### src/hdc_pkg.sv
`timescale 1ns / 1ps
// ----------------------------------------------------------------------------
// hdc_pkg
// shared constants, types and tables for the heading drift corrector
// ----------------------------------------------------------------------------
package hdc_pkg;

  localparam int CORDIC_STEPS_DEF = 16;
  localparam int ANGLE_FRAC_BITS  = 7;
  localparam int TAB_FRAC         = 24;
  localparam int TAB_LEN          = 24;
  localparam int STEP_W           = 5;

  localparam logic [1:0] REG_NOISE    = 2'd0;
  localparam logic [1:0] REG_MAXSTEP  = 2'd1;
  localparam logic [1:0] REG_INTERVAL = 2'd2;
  localparam logic [1:0] REG_GAIN     = 2'd3;

  typedef struct packed {
    logic load;
    logic cordic_step;
    logic finish_compass;
    logic form_headings;
    logic div_start_wheel;
    logic div_start_gyro;
    logic div_step;
    logic apply_wheel;
    logic apply_gyro;
  } hdc_cmd_t;

  typedef struct packed {
    logic div_needed;
  } hdc_status_t;

  function automatic logic [31:0] atan_entry(input logic [STEP_W-1:0] i);
    logic [31:0] r;
    begin
      case (i)
        5'd0:  r = 32'd754974720;
        5'd1:  r = 32'd445687602;
        5'd2:  r = 32'd235489088;
        5'd3:  r = 32'd119537938;
        5'd4:  r = 32'd60000934;
        5'd5:  r = 32'd30029717;
        5'd6:  r = 32'd15018523;
        5'd7:  r = 32'd7509720;
        5'd8:  r = 32'd3754917;
        5'd9:  r = 32'd1877466;
        5'd10: r = 32'd938734;
        5'd11: r = 32'd469367;
        5'd12: r = 32'd234684;
        5'd13: r = 32'd117342;
        5'd14: r = 32'd58671;
        5'd15: r = 32'd29335;
        5'd16: r = 32'd14668;
        5'd17: r = 32'd7334;
        5'd18: r = 32'd3667;
        5'd19: r = 32'd1833;
        5'd20: r = 32'd917;
        5'd21: r = 32'd458;
        5'd22: r = 32'd229;
        5'd23: r = 32'd115;
        default: r = 32'd0;
      endcase
      return r;
    end
  endfunction

endpackage

### src/hdc_ctrl.sv
`timescale 1ns / 1ps
// ----------------------------------------------------------------------------
// hdc_ctrl
// sequencer: cordic, heading forming, two serial divides, offset update
// ----------------------------------------------------------------------------
module hdc_ctrl
  import hdc_pkg::*;
#(
  parameter int CORDIC_STEPS = CORDIC_STEPS_DEF
) (
  input  logic        clk,
  input  logic        rst,
  input  logic        in_valid,
  output logic        in_stall,
  input  logic        out_full,
  output logic        out_load,
  input  hdc_status_t status,
  output hdc_cmd_t    cmd
);

  localparam logic [3:0] S_IDLE   = 4'd0;
  localparam logic [3:0] S_CORDIC = 4'd1;
  localparam logic [3:0] S_FIN    = 4'd2;
  localparam logic [3:0] S_FORM   = 4'd3;
  localparam logic [3:0] S_OUT    = 4'd4;
  localparam logic [3:0] S_WST    = 4'd5;
  localparam logic [3:0] S_WDIV   = 4'd6;
  localparam logic [3:0] S_WAPP   = 4'd7;
  localparam logic [3:0] S_GST    = 4'd8;
  localparam logic [3:0] S_GDIV   = 4'd9;
  localparam logic [3:0] S_GAPP   = 4'd10;

  localparam int DIV_STEPS = 48;

  logic [3:0] state, state_next;
  logic [5:0] cnt, cnt_next;

  assign in_stall = (state != S_IDLE);

  always_ff @(posedge clk) begin
    if (rst) begin
      state <= S_IDLE;
      cnt   <= '0;
    end else begin
      state <= state_next;
      cnt   <= cnt_next;
    end
  end

  always_comb begin
    state_next = state;
    cnt_next   = cnt;
    cmd        = '0;
    out_load   = 1'b0;
    unique case (state)
      S_IDLE: begin
        if (in_valid) begin
          cmd.load   = 1'b1;
          cnt_next   = '0;
          state_next = S_CORDIC;
        end
      end
      S_CORDIC: begin
        cmd.cordic_step = 1'b1;
        cnt_next        = cnt + 6'd1;
        if (cnt == 6'(CORDIC_STEPS - 1)) state_next = S_FIN;
      end
      S_FIN: begin
        cmd.finish_compass = 1'b1;
        state_next         = S_FORM;
      end
      S_FORM: begin
        cmd.form_headings = 1'b1;
        state_next        = S_OUT;
      end
      S_OUT: begin
        if (!out_full) begin
          out_load   = 1'b1;
          state_next = S_WST;
        end
      end
      S_WST: begin
        cmd.div_start_wheel = 1'b1;
        cnt_next            = '0;
        state_next          = S_WDIV;
      end
      S_WDIV: begin
        if (!status.div_needed) begin
          state_next = S_WAPP;
        end else begin
          cmd.div_step = 1'b1;
          cnt_next     = cnt + 6'd1;
          if (cnt == 6'(DIV_STEPS - 1)) state_next = S_WAPP;
        end
      end
      S_WAPP: begin
        cmd.apply_wheel = 1'b1;
        state_next      = S_GST;
      end
      S_GST: begin
        cmd.div_start_gyro = 1'b1;
        cnt_next           = '0;
        state_next         = S_GDIV;
      end
      S_GDIV: begin
        if (!status.div_needed) begin
          state_next = S_GAPP;
        end else begin
          cmd.div_step = 1'b1;
          cnt_next     = cnt + 6'd1;
          if (cnt == 6'(DIV_STEPS - 1)) state_next = S_GAPP;
        end
      end
      S_GAPP: begin
        cmd.apply_gyro = 1'b1;
        state_next     = S_IDLE;
      end
      default: state_next = S_IDLE;
    endcase
  end

endmodule

### config.mk
export PLATFORM = sky130hd
export DESIGN_NAME = hdc_ctrl
export DESIGN_NICKNAME = d
export VERILOG_FILES = /design/src/hdc_pkg.sv /design/src/hdc_ctrl.sv
export SDC_FILE = /design/constraint.sdc
export NUM_CORES = 1
export LEC_CHECK = 0
export BUFFER_PORTS_ARGS = -buffer_cell sky130_fd_sc_hd__buf_2
export CAP_MARGIN = 20
export CORE_MARGIN = 3
export CORE_UTILIZATION = 28
export DETAILED_ROUTE_END_ITERATION = 10
export PLACE_DENSITY = 0.52
export SYNTH_ARGS = -nofsm -noshare
export SYNTH_HDL_FRONTEND = slang
export SYNTH_SLANG_ARGS = --single-unit
### constraint.sdc
create_clock -name clk -period 2.3 [get_ports clk]
set_input_delay 0.345 -clock clk [delete_from_list [all_inputs] [get_ports clk]]
set_output_delay 0.345 -clock clk [all_outputs]
set_load 0.05 [all_outputs]
==> results of run 1 <==
[final timing paths]
path / from / to / slack, ns
hold reg to reg: cnt[1] / cnt[1] / 0.52
setup / recovery: state[2] / cmd[2] / 0.28
setup reg to reg: state[1] / state[1] / 0.56
hold / removal: rst / state[0] / 0.27
[registers in the layout (all words and copies together) (netlist names)]
name,cells
state,4
cnt,6
[stage by stage]
step           util (%)  setup WS [ns]  power (mW)
2_1_floorplan         -          0.182       0.351
3_3_place_gp       34.5          0.591       0.383
3_5_place_dp       34.5          0.563       0.386
4_1_cts            35.9          0.269       0.545
5_1_grt            35.9          0.156       0.574
6_report           35.9          0.276       0.537
[area by class of cell]
cell class                 count  area, um^2
fill                         271        1660
inverter                       6        22.5
timing repair buffer          18        97.6
sequential                    10         200
tap                           30        37.5
multi-input combinational     76         536
clock buffer                   4        36.3
[cell families after synthesis]
kind of cell             count (synthesis)  synth area share (%)
adder cells (fa/ha/maj)                  1                  1.58
flip-flops                              10                  25.3
XOR/XNOR                                 1                  1.11
AND/OR/NAND/NOR                         41                  31.8
buffers and inverters                   14                  7.75
multiplexers                             4                  5.06
AO/OA/AOI/OAI                           29                  27.4
[power groups by stage]
stage / Combinational (mW) / Sequential [mW] / Clock, mW
final: 0.177 / 0.205 / 0.154
after global routing: 0.196 / 0.208 / 0.170
after CTS: 0.178 / 0.204 / 0.163
after detailed placement: 0.177 / 0.209 / 0
after global placement: 0.175 / 0.208 / 0
after floorplan: 0.157 / 0.194 / 0
[per-layer routing]
metal	routed length (um)	up-vias	share of wire [%]	track usage, %
met3	51	2	2.8	3.49
met1	978	352	54	17.4
li1	-	401	-	-
met4	13	0	0.72	4.21
met2	774	10	43	16.7
met5	0	-	0	0
[layout by cell type, fill, tap and decap left out, types with 2 or more instances in the layout]
master / instances
buf_2: 15
dfxtp_1: 10
nor2_1: 8
o211ai_1: 8
nand2_1: 7
inv_1: 5
nand2b_1: 4
nor3_1: 4
mux2i_1: 4
a21oi_1: 4
and2_1: 3
o21ai_1: 3
clkbuf_4: 3
buf_4: 3
o21a_1: 2
nor4_2: 2
o31a_1: 2
nand4_1: 2
a31oi_1: 2
o31ai_1: 2
[critical path: cells and delay by family, from the launching register on]
| family | cells | cell delay [ns] |
|---|---|---|
| DFF | 1 | 0.65 |
| and+or+nand+nor | 1 | 0.34 |
| AOI/OAI and AO/OA | 1 | 0.17 |
| buffers and inverters | 1 | 0.25 |
==> reports/qor.csv, run 1 <==
metric,value,unit
rows,18,
grt_pass1_vias,699,
via_count,765,
path_cells,"nor4bb_4, o21a_1, buf_2",
crit_fanout,16,
grtUsageTotal,12.0,%
dp.cells,140,
hold_ws,0.274,ns
max_freq,494,MHz
clock-sinks,10,
p_comb_share,33.1,%
synthesis.nets,106,
port_buffers,15,
ys_types,40,
ir_drop,0.000371,V
synth_ff_type,dfxtp_1,
p_seq_share,38.2,%
dpl.hpwl,1430,um
reg2regPathDepth,5,
p_sw,0.196,mW
post_layout_nonfiller_instances,144,
ant_nets,0,
cts_resized,0,
switching_share,36.5,%
internal_power,0.341,mW
slew_viol_final,0,
start_util,30.5,%
worstSetupEndpointType,output port,
die_w,59.1,um
yosys-top-cells-area,"dfxtp_1, o211ai_1, mux2i_1",
synth.most_common_cell,dfxtp_1,
grt_max_degree,17,
avgSynthCellArea,7.91,um^2
crit_slowest_cell,dfxtp_1,
dr.pass1.iters,4,
skew,0.000610,ns
synth_warnings,0,
timing_worst_setup_path_type,reg -> out,
finalSetupViolCount,0,
startpoint_type,register,
synth_area_leader_cell,dfxtp_1,
clockBufferDepth,2,
p_clk_share,28.7,%
cts_tree,done,
drc,0,
cts_setup_buffers,0,
hold_depth,2,
viasPerCell,5.31,
diodes,0,
crit_path_max_incr_delay,0.65,ns
finalCriticalPeriod,2.02,ns
fin_area,930,um^2
coreArea,2590,um^2
ios,16,
area_delta_synth_final,17.6,%
yosys.area.top_type_share,25.3,%
drtIter0Drc,14,
synth-async-reset-ratio,0,%
dieArea,3500,um^2
path_clk_slew,0.06,ns
worst_slew_pin_slew,0.529,ns
finalHoldViolCount,0,
grt_setup_unrepaired,no,
syn-cell-area,791,um^2
hold_path.class,in -> reg,
hold_buffers,0,
postSynthCellCount,100,
tns,0,ns
placed_area,893,um^2
clock_latency,0.26,ns
power_density,577,nW/um^2
power.leakage,0.359,nW
status,"finished, final reports clean",
slew_headroom,64.4,%
cts_root_buf,clkbuf_4,
arrival,1.68,ns
synth_seq_cells,10,
drv_cap,0,
required,1.96,ns
fin_crit_sh,88.0,%
htreeDepth,1,
drive_above_1_share,23.7,%
synthTopCellsByCount,"dfxtp_1, nor2_1, o211ai_1",
antenna_found_initial,0,
grt-ovfl-total,0,
synth_seq_area_share,25.3,%
nets,121,
wire_per_inst,12.6,um
gp_congestion,0.772,
fp.dieH,59.1,um
wirelength,1820,um
grt_first_pass_wirelength,3260,um
cts-buffers-inserted,3,
synth_edf_count,0,
(Power assumes the default switching activity.)
==> run 2, diff against run 1 <==
--- a/config.mk
+++ b/config.mk
@@ -5,7 +5,7 @@
 export SDC_FILE = /design/constraint.sdc
 export NUM_CORES = 1
 export LEC_CHECK = 0
-export BUFFER_PORTS_ARGS = -buffer_cell sky130_fd_sc_hd__buf_2
+export BUFFER_PORTS_ARGS = -buffer_cell sky130_fd_sc_hd__buf_4
 export CAP_MARGIN = 20
 export CORE_MARGIN = 3
 export CORE_UTILIZATION = 28
==> reports/qor.csv, run 2 (same netlist as run 1, synthesis figures left out) <==
metric,value,unit
status,"finished, final reports clean",
dpl.hpwl,1480,um
finalHoldViolCount,0,
crit_path_max_incr_delay,0.60,ns
arrival,1.65,ns
drv_cap,0,
skew,0.00193,ns
clock-sinks,10,
cts_tree,done,
grt_pass1_vias,748,
path_cells,"nor4bb_1, o21a_1, buf_4",
required,1.96,ns
gr-max-usage-layer,met1,
finalCriticalPeriod,2.00,ns
clockBufferDepth,2,
via_count,788,
wirelength,1940,um
power_density,572,nW/um^2
port_buffers,15,
reg.largest.list,"cnt (6), state (4)",
rows,18,
clock_latency,0.26,ns
cts_setup_buffers,0,
start_util,30.5,%
area_delta_synth_final,22.3,%
gr-usage-met3,2.83,%
fp.dieH,59.1,um
hold_ws,0.252,ns
grt_max_degree,17,
cts-buffers-inserted,3,
drive_above_1_share,23.7,%
ir_drop,0.000357,V
drtIter0Drc,21,
die_w,59.1,um
nets,121,
dr.pass1.iters,4,
max_freq,501,MHz
timing_worst_setup_path_type,reg -> out,
slew_viol_final,0,
fin_crit_sh,86.8,%
grt-ovfl-total,0,
crit_slowest_cell,dfxtp_1,
antenna_found_initial,0,
p_total,0.554,mW
diodes,0,
viasPerCell,5.47,
ios,16,
htreeDepth,1,
power.leakage,0.363,nW
grt_first_pass_wirelength,3560,um
slew_headroom,64.0,%
tns,0,ns
worstSetupEndpointType,output port,
worst-path-buf-inv,1,
hold_path.class,in -> reg,
cp_top_family,flip-flops,
cts_root_buf,clkbuf_4,
use_met1,19.0,%
path_clk_slew,0.07,ns
gp_congestion,0.769,
layout.cells.most_common_list,"buf_4, dfxtp_1, nor2_1, o211ai_1, nand2_1",
fillers,266,
largest_reg_flops,6,
top_register,cnt,
coreArea,2590,um^2
mostFrequentLayoutCell,buf_4,
grtUsageTotal,13.2,%
dieArea,3500,um^2
grt_setup_unrepaired,no,
hold_buffers,0,
crit_fanout,13,
ant_nets,0,
drc,0,
worst_slew_pin_slew,0.539,ns
cts_resized,0,
startpoint_type,register,
finalSetupViolCount,0,
grtUsageMet2,18.8,%
wire_per_inst,13.5,um
-- run 2: cell counts in the layout (fill, tap and decap cells not counted) --
Identical to the previous run, type by type.
-- run 2: cell type report --
cell class | count | area [um^2] | share of cell area, %
Clock buffer | 4 | 36.3 | 3.75
Tap cell | 30 | 37.5 | 3.88
Timing Repair Buffer | 18 | 135 | 14.0
Inverter | 6 | 22.5 | 2.33
Multi-Input combinational cell | 76 | 536 | 55.4
Sequential cell | 10 | 200 | 20.7
-- run 2: metrics by stage --
step / std cells / setup WS, ns / utilization, % / cell area [um^2]
2_1_floorplan: 100 / 0.182 / - / 797
6_report: 144 / 0.304 / 37.3 / 967
5_1_grt: 144 / 0.106 / 37.3 / 967
3_5_place_dp: 140 / 0.574 / 35.9 / 931
4_1_cts: 144 / 0.297 / 37.3 / 967
3_3_place_gp: 140 / 0.602 / 35.9 / 931
-- run 2: power by group --
group / switching (mW) / leakage (nW) / internal, mW / total (mW)
clock: 0.0641 / 0.0210 / 0.0961 / 0.160
sequential: 0.0247 / 0.0812 / 0.183 / 0.208
combinational: 0.115 / 0.260 / 0.0711 / 0.186
total: 0.204 / 0.363 / 0.350 / 0.554
-- run 2: worst register-to-register path: stages (launching register included) --
cell	delay [ns]
dfxtp_1	0.66
nor4bb_4	0.36
and2_1	0.28
o311a_1	0.19
mux2i_1	0.18
-- run 2: layer usage --
layer  routed length, um  up-vias
met5                   0        -
met4                  15        0
met3                  58        2
met2                 850        8
met1                1020      374
li1                    -      404
-- run 2: final timing paths --
check	slack, ns	from	cells after the start	to
min	0.25	rst	2	state[0]
min reg2reg	0.53	cnt[1]	2	cnt[1]
max	0.30	state[0]	3	cmd[2]
max reg2reg	0.55	state[2]	4	cnt[4]
==> run 3, diff against run 2 <==
--- a/config.mk
+++ b/config.mk
@@ -7,10 +7,9 @@
 export LEC_CHECK = 0
 export BUFFER_PORTS_ARGS = -buffer_cell sky130_fd_sc_hd__buf_4
 export CAP_MARGIN = 20
-export CORE_MARGIN = 3
+export CORE_MARGIN = 1.5
 export CORE_UTILIZATION = 28
 export DETAILED_ROUTE_END_ITERATION = 10
-export PLACE_DENSITY = 0.52
 export SYNTH_ARGS = -nofsm -noshare
 export SYNTH_HDL_FRONTEND = slang
 export SYNTH_SLANG_ARGS = --single-unit
==> reports/qor.csv, run 3 (same netlist as run 1, synthesis figures left out) <==
metric,value,unit
cts-buffers-inserted,3,
p_total,0.513,mW
fp.dieH,56.1,um
p_sw,0.198,mW
skew,0.00414,ns
wire_per_inst,13.0,um
nets,120,
drtIter0Drc,14,
placed_area,925,um^2
p_seq_share,40.0,%
hold_depth,2,
dpl.hpwl,1400,um
worst_slew_pin_slew,0.587,ns
reg2regPathDepth,4,
internal_power,0.315,mW
fin_crit_sh,89.0,%
max_freq,489,MHz
top_register,cnt,
switching_share,38.7,%
worstSetupEndpointType,output port,
ant_nets,0,
clock_latency,0.27,ns
rows,19,
largest_reg_flops,6,
timing_worst_setup_path_type,reg -> out,
coreArea,2710,um^2
grt_max_degree,17,
mostFrequentLayoutCell,buf_4,
clock-sinks,10,
viasPerCell,5.48,
tns,0,ns
cts_tree,done,
cts_root_buf,clkbuf_4,
start_util,29.2,%
dr.pass1.iters,5,
cts_setup_buffers,0,
slew_headroom,60.8,%
required,1.96,ns
startpoint_type,register,
layout.cells.most_common_list,"buf_4, dfxtp_1, nor2_1, o211ai_1, nand2_1",
finalCriticalPeriod,2.05,ns
grt_first_pass_wirelength,3280,um
finalSetupViolCount,0,
p_comb_share,36.9,%
grt_pass1_vias,729,
path_clk_slew,0.06,ns
grt-ovfl-total,0,
port_buffers,15,
gp_congestion,0.817,
clockBufferDepth,2,
status,"finished, final reports clean",
grt_setup_unrepaired,no,
grtUsageTotal,13.2,%
drc,0,
hold_buffers,0,
cts_resized,0,
drv_cap,0,
reg.largest.list,"cnt (6), state (4)",
p_clk_share,23.1,%
die_w,56.1,um
power.leakage,0.350,nW
hold_path.class,in -> reg,
area_delta_synth_final,19.8,%
finalHoldViolCount,0,
ios,16,
power_density,542,nW/um^2
arrival,1.70,ns
antenna_found_initial,0,
wirelength,1860,um
final_util,34.9,%
drive_above_1_share,22.3,%
ir_drop,0.000219,V
slew_viol_final,0,
r2r_slack,0.47,ns
htreeDepth,1,
diodes,0,
dieArea,3150,um^2
fin_area,947,um^2
crit_fanout,16,
via_count,784,
run 3: layout make-up:
cell class	instances	area (um^2)
clock buffers	3	22.5
fillers	309	1760
inverters	6	22.5
multi-input cells	76	536
flip-flops and latches	10	200
well taps	31	38.8
repair buffers	17	128
run 3: worst paths after layout:
| kind | start | end |
|---|---|---|
| worst min register to register | cnt[5] | cnt[5] |
| worst max-delay path | state[3] | cmd[2] |
| worst max register to register | state[3] | cnt[5] |
| worst min-delay path | rst | state[0] |
run 3: critical path: stages (launching register included):
cell	delay, ns
dfxtp_1	0.69
nor4bb_1	0.38
o21a_1	0.17
buf_4	0.19
run 3: metal layers:
metal / vias up / wire length [um] / track usage (%)
met1: 361 / 838 / 17.3
li1: 405 / - / -
met4: 0 / 43 / 7.14
met3: 5 / 43 / 1.40
met5: - / 0 / 0
met2: 13 / 930 / 21.0
run 3: metrics by stage:
| step | hold WS, ns | std cells | setup slack, ns |
|---|---|---|---|
| 2_1_floorplan | 0.414 | 100 | 0.182 |
| 3_3_place_gp | 0.511 | 140 | 0.563 |
| 3_5_place_dp | 0.520 | 140 | 0.478 |
| 4_1_cts | 0.248 | 143 | 0.249 |
| 5_1_grt | 0.246 | 143 | 0.159 |
| 6_report | 0.253 | 143 | 0.253 |
run 3: power by group through the flow:
stage,registers (mW),clock network [mW],logic [mW]
floorplan,0.194,0,0.157
global placement,0.209,0,0.187
detailed placement,0.210,0,0.188
CTS,0.205,0.123,0.189
global route,0.207,0.133,0.205
finish,0.205,0.118,0.189
